<file path="src/rtl/dictionary_line_code_indexer_assert.svh">
// Assertion macros for the dictionary line code indexer.
`ifndef DICTIONARY_LINE_CODE_INDEXER_ASSERT_SVH
`define DICTIONARY_LINE_CODE_INDEXER_ASSERT_SVH
`ifndef SYNTHESIS
`define DLCI_ASSERT_IMP(label, ante, cons) \
  label: assert property (@(posedge clk) disable iff (!rst_n) (ante) |-> (cons)) \
    else $error("dlci assertion failed");
`define DLCI_ASSERT_NXT(label, ante, cons) \
  label: assert property (@(posedge clk) disable iff (!rst_n) (ante) |=> (cons)) \
    else $error("dlci assertion failed");
`else
`define DLCI_ASSERT_IMP(label, ante, cons)
`define DLCI_ASSERT_NXT(label, ante, cons)
`endif
`endif

</file>
<file path="src/rtl/dlci_pkg.sv">
// Shared types and constants of the dictionary line code indexer.
`default_nettype none
package dlci_pkg;

  localparam int CODE_SLOT_BYTES_DEF = 8;
  localparam int OUTQ_DEPTH          = 4;
  localparam int CODE_W              = 56;
  localparam int OFS_W               = 32;

  localparam logic [7:0] CH_LF    = 8'h0A;
  localparam logic [7:0] CH_CR    = 8'h0D;
  localparam logic [7:0] CH_TAB   = 8'h09;
  localparam logic [7:0] CH_HASH  = 8'h23;
  localparam logic [7:0] CH_SPACE = 8'h20;
  localparam logic [7:0] CH_LOW_A = 8'h61;
  localparam logic [7:0] CH_LOW_Z = 8'h7A;

  typedef enum logic [1:0] {
    ST_ENTRY    = 2'd0,
    ST_NO_ENTRY = 2'd1,
    ST_OVERFLOW = 2'd2
  } status_t;

  typedef struct packed {
    logic [CODE_W-1:0] entry_code;
    logic [OFS_W-1:0]  range_start;
    logic [OFS_W-1:0]  range_end;
    logic [OFS_W-1:0]  entry_number;
    status_t           result_status;
    logic              last_result;
  } result_t;

  // up to two results from one item: a closed range, then the closing result
  typedef struct packed {
    logic    v0;
    logic    v1;
    result_t r0;
    result_t r1;
  } push_t;

endpackage
`default_nettype wire

</file>
<file path="src/rtl/dlci_scan.sv">
// Line parser, range merger and closing logic, one item per cycle while acc is high.
`default_nettype none
`include "dictionary_line_code_indexer_assert.svh"
module dlci_scan #(
  parameter int CODE_SLOT_BYTES = dlci_pkg::CODE_SLOT_BYTES_DEF
) (
  input  wire logic          clk,
  input  wire logic          rst_n,
  input  wire logic          acc,
  input  wire logic [7:0]    data_byte,
  input  wire logic          final_byte,
  output dlci_pkg::push_t    push
);
  import dlci_pkg::*;

  localparam int LW   = 8 * (CODE_SLOT_BYTES - 1);
  localparam int LENW = $clog2(CODE_SLOT_BYTES);

  typedef enum logic [1:0] {PH_PRE, PH_CODE, PH_POST} phase_t;

  logic [OFS_W-1:0] pos_r, lstart_r, pstart_r, pend_r, cnt_r;
  logic             ovf_r, excl_r, crf_r, ok_r, pp_r;
  phase_t           phase_r;
  logic [LW-1:0]    letters_r, pcode_r;
  logic [LENW-1:0]  len_r;

  logic [OFS_W-1:0] nxt, fin_end, cnt1, cnt2;
  logic             ovf, is_lf, is_cr, is_content, at_start, do_fin, line_ok, same, emit;

  logic [OFS_W-1:0] base_start;
  phase_t           base_phase, upd_phase, fl_phase;
  logic             base_excl, upd_excl, fl_excl, base_ok, upd_ok, fl_ok;
  logic [LW-1:0]    base_letters, upd_letters, fl_letters;
  logic [LENW-1:0]  base_len, upd_len, fl_len;
  logic [OFS_W-1:0] fl_start;

  logic [LW-1:0]    pcode_nxt;
  logic [OFS_W-1:0] pstart_nxt, pend_nxt;
  logic             pp_nxt;

  always_comb begin
    nxt        = pos_r + OFS_W'(1);
    ovf        = ovf_r | (&pos_r);
    is_lf      = data_byte == CH_LF;
    is_cr      = data_byte == CH_CR;
    is_content = !is_lf && !is_cr;

    // a pending CR finishes the line; the new line starts here
    if (crf_r) begin
      base_start   = pos_r;
      base_phase   = PH_PRE;
      base_excl    = 1'b0;
      base_letters = '0;
      base_len     = '0;
      base_ok      = 1'b1;
    end else begin
      base_start   = lstart_r;
      base_phase   = phase_r;
      base_excl    = excl_r;
      base_letters = letters_r;
      base_len     = len_r;
      base_ok      = ok_r;
    end
    at_start = crf_r | (pos_r == lstart_r);

    upd_phase   = base_phase;
    upd_excl    = base_excl;
    upd_letters = base_letters;
    upd_len     = base_len;
    upd_ok      = base_ok;
    if (is_content) begin
      if (at_start && (data_byte == CH_HASH || data_byte == CH_TAB)) upd_excl = 1'b1;
      case (base_phase)
        PH_PRE: begin
          if (data_byte == CH_TAB) begin
            upd_phase   = PH_CODE;
            upd_letters = '0;
            upd_len     = '0;
            upd_ok      = 1'b1;
          end
        end
        PH_CODE: begin
          if (data_byte == CH_SPACE || data_byte == CH_TAB) begin
            upd_phase = PH_POST;
          end else if (data_byte < CH_LOW_A || data_byte > CH_LOW_Z) begin
            upd_ok = 1'b0;
          end else if (base_len == LENW'(CODE_SLOT_BYTES - 1)) begin
            upd_ok = 1'b0;
          end else begin
            for (int i = 0; i < CODE_SLOT_BYTES - 1; i++) begin
              if (base_len == LENW'(i)) upd_letters[8*i +: 8] = data_byte;
            end
            upd_len = base_len + LENW'(1);
          end
        end
        default: begin
        end
      endcase
    end

    if (crf_r) begin
      fl_start   = lstart_r;
      fl_phase   = phase_r;
      fl_excl    = excl_r;
      fl_letters = letters_r;
      fl_len     = len_r;
      fl_ok      = ok_r;
      fin_end    = is_lf ? nxt : pos_r;
    end else begin
      fl_start   = base_start;
      fl_phase   = upd_phase;
      fl_excl    = upd_excl;
      fl_letters = upd_letters;
      fl_len     = upd_len;
      fl_ok      = upd_ok;
      fin_end    = nxt;
    end

    do_fin  = crf_r | is_lf | final_byte;
    line_ok = do_fin && !fl_excl && fl_phase != PH_PRE && fl_len != '0 && fl_ok;
    same    = pp_r && pcode_r == fl_letters;
    emit    = line_ok && pp_r && !same && !ovf;
    cnt1    = cnt_r + OFS_W'(emit);

    pcode_nxt  = pcode_r;
    pstart_nxt = pstart_r;
    pend_nxt   = pend_r;
    pp_nxt     = pp_r;
    if (line_ok) begin
      pend_nxt = fin_end;
      if (!same) begin
        pcode_nxt  = fl_letters;
        pstart_nxt = fl_start;
        pp_nxt     = 1'b1;
      end
    end
    cnt2 = cnt1 + OFS_W'(final_byte && !ovf && pp_nxt);

    push.v0                 = acc && emit;
    push.r0.entry_code      = CODE_W'(pcode_r);
    push.r0.range_start     = pstart_r;
    push.r0.range_end       = pend_r;
    push.r0.entry_number    = cnt1;
    push.r0.result_status   = ST_ENTRY;
    push.r0.last_result     = 1'b0;

    push.v1                 = acc && final_byte;
    push.r1.last_result     = 1'b1;
    push.r1.entry_number    = cnt2;
    if (ovf) begin
      push.r1.entry_code    = '0;
      push.r1.range_start   = '0;
      push.r1.range_end     = '0;
      push.r1.result_status = ST_OVERFLOW;
    end else if (pp_nxt) begin
      push.r1.entry_code    = CODE_W'(pcode_nxt);
      push.r1.range_start   = pstart_nxt;
      push.r1.range_end     = pend_nxt;
      push.r1.result_status = ST_ENTRY;
    end else begin
      push.r1.entry_code    = '0;
      push.r1.range_start   = '0;
      push.r1.range_end     = '0;
      push.r1.result_status = ST_NO_ENTRY;
    end
  end

  always_ff @(posedge clk) begin
    if (!rst_n || (acc && final_byte)) begin
      pos_r     <= '0;
      ovf_r     <= 1'b0;
      crf_r     <= 1'b0;
      lstart_r  <= '0;
      phase_r   <= PH_PRE;
      excl_r    <= 1'b0;
      letters_r <= '0;
      len_r     <= '0;
      ok_r      <= 1'b1;
      pcode_r   <= '0;
      pstart_r  <= '0;
      pend_r    <= '0;
      pp_r      <= 1'b0;
      cnt_r     <= '0;
    end else if (acc) begin
      pos_r    <= nxt;
      ovf_r    <= ovf;
      crf_r    <= is_cr;
      pcode_r  <= pcode_nxt;
      pstart_r <= pstart_nxt;
      pend_r   <= pend_nxt;
      pp_r     <= pp_nxt;
      cnt_r    <= cnt1;
      if (is_lf) begin
        lstart_r  <= nxt;
        phase_r   <= PH_PRE;
        excl_r    <= 1'b0;
        letters_r <= '0;
        len_r     <= '0;
        ok_r      <= 1'b1;
      end else begin
        lstart_r  <= base_start;
        phase_r   <= upd_phase;
        excl_r    <= upd_excl;
        letters_r <= upd_letters;
        len_r     <= upd_len;
        ok_r      <= upd_ok;
      end
    end
  end

  `DLCI_ASSERT_NXT(a_restart, acc && final_byte, pos_r == '0 && !pp_r && cnt_r == '0)
  `DLCI_ASSERT_NXT(a_count_step, acc && !final_byte && emit, cnt_r == $past(cnt_r) + OFS_W'(1))
  `DLCI_ASSERT_IMP(a_no_emit_ovf, emit, !ovf_r && !(&pos_r))

endmodule
`default_nettype wire

</file>
<file path="src/rtl/dlci_outq.sv">
// Result queue: takes up to two results a cycle, hands out one a cycle while out_ready is high.
`default_nettype none
`include "dictionary_line_code_indexer_assert.svh"
module dlci_outq (
  input  wire logic              clk,
  input  wire logic              rst_n,
  input  wire dlci_pkg::push_t   push,
  output logic                   room,
  output logic                   out_valid,
  input  wire logic              out_ready,
  output dlci_pkg::result_t      head
);
  import dlci_pkg::*;

  localparam int PTRW = $clog2(OUTQ_DEPTH);
  localparam int CW   = $clog2(OUTQ_DEPTH + 1);

  result_t         mem_r [OUTQ_DEPTH];
  logic [PTRW-1:0] wp_r, rp_r, wp1;
  logic [CW-1:0]   cnt_r, cnt_nxt;
  logic            pop;

  assign wp1       = wp_r + PTRW'(push.v0);
  assign pop       = out_valid && out_ready;
  assign out_valid = cnt_r != '0;
  assign room      = cnt_r <= CW'(OUTQ_DEPTH - 2);
  assign head      = mem_r[rp_r];
  assign cnt_nxt   = cnt_r + CW'(push.v0) + CW'(push.v1) - CW'(pop);

  always_ff @(posedge clk) begin
    if (push.v0) mem_r[wp_r] <= push.r0;
    if (push.v1) mem_r[wp1]  <= push.r1;
  end

  always_ff @(posedge clk) begin
    if (!rst_n) begin
      wp_r  <= '0;
      rp_r  <= '0;
      cnt_r <= '0;
    end else begin
      wp_r  <= wp1 + PTRW'(push.v1);
      rp_r  <= rp_r + PTRW'(pop);
      cnt_r <= cnt_nxt;
    end
  end

  `DLCI_ASSERT_IMP(a_push_room, push.v0 || push.v1, cnt_r <= CW'(OUTQ_DEPTH - 2))
  `DLCI_ASSERT_NXT(a_pop_only, pop && !push.v0 && !push.v1, cnt_r == $past(cnt_r) - CW'(1))

endmodule
`default_nettype wire

</file>
<file path="src/rtl/dictionary_line_code_indexer.sv">
// Top level of the dictionary line code indexer.
// Throughput: one byte item per cycle; in_tready drops only while the result
// queue (four entries) holds more than two items.
// Results of a byte enter the queue at its accepting edge and can show on the
// output in the next cycle at the earliest; a final byte can add two.
// Reset (rst_n low, synchronous) clears parser, pending range and queue at once.
`default_nettype none
module dictionary_line_code_indexer #(
  parameter int CODE_SLOT_BYTES = dlci_pkg::CODE_SLOT_BYTES_DEF
) (
  input  wire logic         clk,
  input  wire logic         rst_n,
  input  wire logic         in_tvalid,
  output logic              in_tready,
  input  wire logic [7:0]   in_tdata,   // data_byte
  input  wire logic         in_tlast,   // final_byte
  output logic              out_tvalid,
  input  wire logic         out_tready,
  output logic [151:0]      out_tdata,  // entry_code, range_start, range_end, entry_number
  output logic [1:0]        out_tuser,  // result_status
  output logic              out_tlast   // last_result
);
  import dlci_pkg::*;

  logic    acc;
  push_t   push;
  result_t head;

  assign acc = in_tvalid && in_tready;

  dlci_scan #(.CODE_SLOT_BYTES(CODE_SLOT_BYTES)) u_scan (
    .clk        (clk),
    .rst_n      (rst_n),
    .acc        (acc),
    .data_byte  (in_tdata),
    .final_byte (in_tlast),
    .push       (push)
  );

  dlci_outq u_outq (
    .clk       (clk),
    .rst_n     (rst_n),
    .push      (push),
    .room      (in_tready),
    .out_valid (out_tvalid),
    .out_ready (out_tready),
    .head      (head)
  );

  assign out_tdata = {head.entry_number, head.range_end, head.range_start, head.entry_code};
  assign out_tuser = head.result_status;
  assign out_tlast = head.last_result;

endmodule
`default_nettype wire

</file>
<file path="config.mk">
export PLATFORM = sky130hd
export DESIGN_NAME = dictionary_line_code_indexer
export DESIGN_NICKNAME = d
export VERILOG_FILES = /design/src/rtl/dlci_pkg.sv /design/src/rtl/dlci_scan.sv /design/src/rtl/dlci_outq.sv /design/src/rtl/dictionary_line_code_indexer.sv
export VERILOG_INCLUDE_DIRS = /design/src /design/src/rtl
export SDC_FILE = /design/constraint.sdc
export NUM_CORES = 2
export LEC_CHECK = 0
export ABC_AREA = 1
export BUFFER_PORTS_ARGS = -buffer_cell sky130_fd_sc_hd__buf_4
export CORE_MARGIN = 2
export CORE_UTILIZATION = 45
export CTS_CLUSTER_SIZE = 25
export DETAILED_ROUTE_END_ITERATION = 10
export SYNTH_ARGS = -nofsm -noshare
export SYNTH_HDL_FRONTEND = slang
export SYNTH_SLANG_ARGS = --single-unit
</file>
<file path="constraint.sdc">
create_clock -name clk -period 32.3 [get_ports clk]
set_clock_uncertainty 0.1 [all_clocks]
set_input_delay 3.23 -clock clk [delete_from_list [all_inputs] [get_ports clk]]
set_output_delay 3.23 -clock clk [all_outputs]
set_load 0.005 [all_outputs]
</file>
==> metrics.md <==
| Metric | Value |
|---|---|
| Vias in the first global route | 47700 |
| Post-layout min period | 10960 ps |
| Reg2Reg Depth | 24 |
| Total gr overflow | 0 |
| Clock-pin slew on the worst setup and hold paths | 60 ps |
| CTS Buf Count | 102 |
| CP Class | input pin to flop |
| R2R Setup Slk | 22340 ps |
| WL/cell | 20.1 um |
| Clock Tree Root | clkbuf_16 |
| Final setup vio count | 0 |
| Post-synth EDFFs | 616 |
| First-pass GRT wire length | 285000 um |
| Post-Synthesis Cells | 7700 |
| Max Clk Rate | 91.2 MHz |
| RSZ-0062 raised after global routing | no |
| Slew Viols, Final | 0 |
| Share of power burned in registers | 0.364 |
| Ports | 170 |
| Count of cell types in the netlist | 52 |
| CP peak stage delay | 990 ps |
| Clk pwr share | 0.306 |
| Port Buf Inserts | 169 |
| NetSw | 0.00149 W |
| H-tree levels | 3 |
| Initial core utilization | 0.455 |
| Die area | 124000 sq um |
| FF-to-FF End | u_outq.mem_r[2][119]$_DFFE_PP_ |
| Switching share of power | 0.384 |
| CTS tree | done |
| Min Hold Slack | 370 ps |
| Global Route Usage Sum | 0.287 |
| Post-cts resize count | 0 |
| Synthesized cell area | 54600 sq um |
| Largest delay share family, worst path | buffers and inverters |
| DIE HEIGHT | 352 um |
| Synth Flop Type | edfxtp_1 |
| Clk Latency, worst-skew pair | 710 ps |
| Synth area leaders | edfxtp_1, nand2_1, dfxtp_1, nand3_1, nor2_1 |
| P_leak | 24.4 nW |
| CP max-delay cell | buf_4 |
| DR iter-0 viols | 6189 |
| Nets | 7489 |
| Final Hold Vio Count | 0 |
| HP Start | u_scan.lstart_r[21]$_SDFFE_PP0P_ |
| Worst Hold End | u_scan.lstart_r[21]$_SDFFE_PP0P_ |
| RR Startpoint | u_scan.crf_r$_SDFFE_PP0P_ |
| DRT Wirelength | 184000 um |
| Core area | 120000 sq um |
| CP startpoint kind | input pin |
| Period utilization | 0.339 |
| Largest net degree at the start of global routing | 189 |
| Final Util | 0.496 |
| Antenna-violating nets left | 0 |
| Power density cells | 65.0 nW/um^2 |
| GPL Wtd Cong | 0.928 |
| Vias post-DR | 52600 |
| Setup repair bufs after CTS | 0 |
| Largest area contributor in the netlist | edfxtp_1 |
| Synth Register Bits | 909 |
| CP Max Fanout | 146 |
| Comb power frac | 0.330 |
| Post-DR vias/cell | 5.74 |
| Relative slew margins | 0.171 |
| Total Neg Setup Slack | 0 ps |
| Dpl ws | 20820 ps |
| DRT Pass-1 Iters | 7 |
| PnR worst setup slack | 21340 ps |
| Syn-to-layout area delta | 9.01% |
| Crit end category | flop |
| # rows | 127 |
| Synthesis Warnings | 0 |
| Clk buf depth | 3 |
| Clk sinks | 909 |
| Buf/Inv on CP | 9 |
| Min-delay worst type | flop to flop |
| Hold depth | 2 |
| Syn Area/Cell | 7.10 sq um |
| Worst path depth | 27 |
| Status | finished, final reports clean |
| Initial antenna violation count | 3 |
| # hold bufs at CTS | 0 |
| Worst slew pin tran | 1240 ps |
| Remaining DRCs | 0 |
| Post-Syn Nets | 7730 |
| Max-cap violations | 0 |
| WP data arrival | 11430 ps |
| Layout cell share with drive strength beyond 1 | 0.0666 |
| Dpl hpwl | 105000 um |
| Pint | 0.00238 W |
| Synth top area share | 0.338 |
| Seq/Total Area, Yosys | 0.446 |
| Async SR Flop Fraction | 0 |
| Chip width | 352 um |
| Cell mode on critical path | nand2_1 |
| Maximum vdd drop | 0.126 mV |
| Required @ worst endpoint | 32770 ps |
## metal layers
metal,track usage,vias up,part of all wire
li1,-,25200,-
met1,0.414,24700,0.45
met2,0.451,2423,0.45
met3,0.0327,250,0.082
met4,0.0858,0,0.024
met5,0,-,0
## cell families (layout without fill, tap and decap cells)
group,count (synthesis),count (layout),synth area share
flip-flops,909,909,0.446
other,0,1,0
AO/OA/AOI/OAI,1125,1125,0.108
AND/OR/NAND/NOR,4458,4458,0.344
buffers and inverters,1082,931,0.0798
XOR/XNOR,109,109,0.0177
adder cells (fa/ha/maj),17,17,0.00417
## worst reg2reg max path: stages, from the launching register on
cell and delay [ps]:
dfxtp_4 350, buf_4 560, buf_4 540, nor2_2 130, nor2_4 100, buf_4 430, inv_1 270, nor2_2 840
nand2_1 160, a21boi_1 210, nand4_1 110, nand2_1 70, nand2_1 100, nor2_1 100, nand4_1 140, nor2_2 80
nand2_4 380, nand4_4 400, inv_8 630, buf_4 980, buf_4 980, buf_4 1020, buf_4 850, nand3_1 170
nand2_1 110
## stage by stage
stage	total power [W]	std cells	area, sq um
detailed placement	0.00270	8967	56200
CTS	0.00387	9161	59600
global route	0.00405	9162	59600
finish	0.00387	9162	59600
floorplan	0.00219	7700	54600
global placement	0.00268	8967	56200
## sequential cells by signal, indices dropped and copies added (netlist names), 2 cells and up
register and cells:
u_outq.mem_r 620, u_scan.letters_r 56, u_scan.pcode_r 56, u_scan.cnt_r 32
u_scan.lstart_r 32, u_scan.pend_r 32, u_scan.pos_r 32, u_scan.pstart_r 32
u_outq.cnt_r 3, u_scan.len_r 3, u_outq.rp_r 2, u_outq.wp_r 2
u_scan.phase_r 2
## area by class of cell
cell class,instances,area [sq um]
diodes,1,2.50
clock buffers,129,2740
clock inverters,65,604
fillers,11800,60600
inverters,498,1900
multi-input cells,5709,26100
flip-flops and latches,909,24400
well taps,1612,2020
repair buffers,239,1870
## placed cells by master, fill, tap and decap left out, drive strengths merged, types with 2 or more instances in the layout
| cell | n |
|---|---|
| nor2 | 1190 |
| fa | 2 |
| o21bai | 5 |
| o21ai | 627 |
| nand3 | 1011 |
| buf | 239 |
| nor3 | 33 |
| or2 | 8 |
| nand2 | 2005 |
| clkinvlp | 3 |
| a21oi | 310 |
| ha | 15 |
| dfxtp | 293 |
| xnor2 | 37 |
| a31oi | 3 |
| edfxtp | 616 |
| xor2 | 72 |
| o211ai | 13 |
| inv | 499 |
| clkinv | 52 |
| o221ai | 2 |
| o2111ai | 5 |
| nor4 | 17 |
| nand4 | 185 |
| bufinv | 9 |
| o22ai | 155 |
| nand3b | 7 |
| clkbuf | 129 |
## synthesized netlist by cell type (16+ instances only)
cell type / instances
nor3_1: 28
buf_6: 17
o21ai_1: 16
nand2_1: 1998
buf_2: 99
xnor2_1: 37
o22ai_1: 155
dfxtp_1: 293
inv_2: 16
a21oi_1: 309
nor2_1: 1159
nor2_2: 26
nand4_1: 183
nand3_1: 1006
xor2_1: 70
inv_1: 479
o21ai_0: 611
clkbuf_1: 414
nor4_1: 16
edfxtp_1: 616
buf_1: 40
## power groups by stage
stage / sequential (W) / combinational (W) / clock (W)
final: 0.00141 / 0.00128 / 0.00118
after global routing: 0.00142 / 0.00139 / 0.00124
after CTS: 0.00141 / 0.00127 / 0.00120
after detailed placement: 0.00143 / 0.00126 / 0
after global placement: 0.00143 / 0.00125 / 0
after floorplan: 0.00143 / 0.000765 / 0
## worst max path at each step
stage / startpoint / end
2_1_floorplan: in_tdata[3] / u_outq.mem_r[0][100]$_DFFE_PP_
3_3_place_gp: in_tdata[3] / u_outq.mem_r[0][104]$_DFFE_PP_
3_5_place_dp: in_tdata[7] / u_outq.mem_r[0][101]$_DFFE_PP_
4_1_cts: in_tdata[7] / u_outq.mem_r[0][99]$_DFFE_PP_
5_1_grt: in_tdata[7] / u_outq.mem_r[2][104]$_DFFE_PP_
6_report: in_tdata[7] / u_outq.mem_r[2][119]$_DFFE_PP_
No activity file was read; power rests on OpenSTA's default activity.
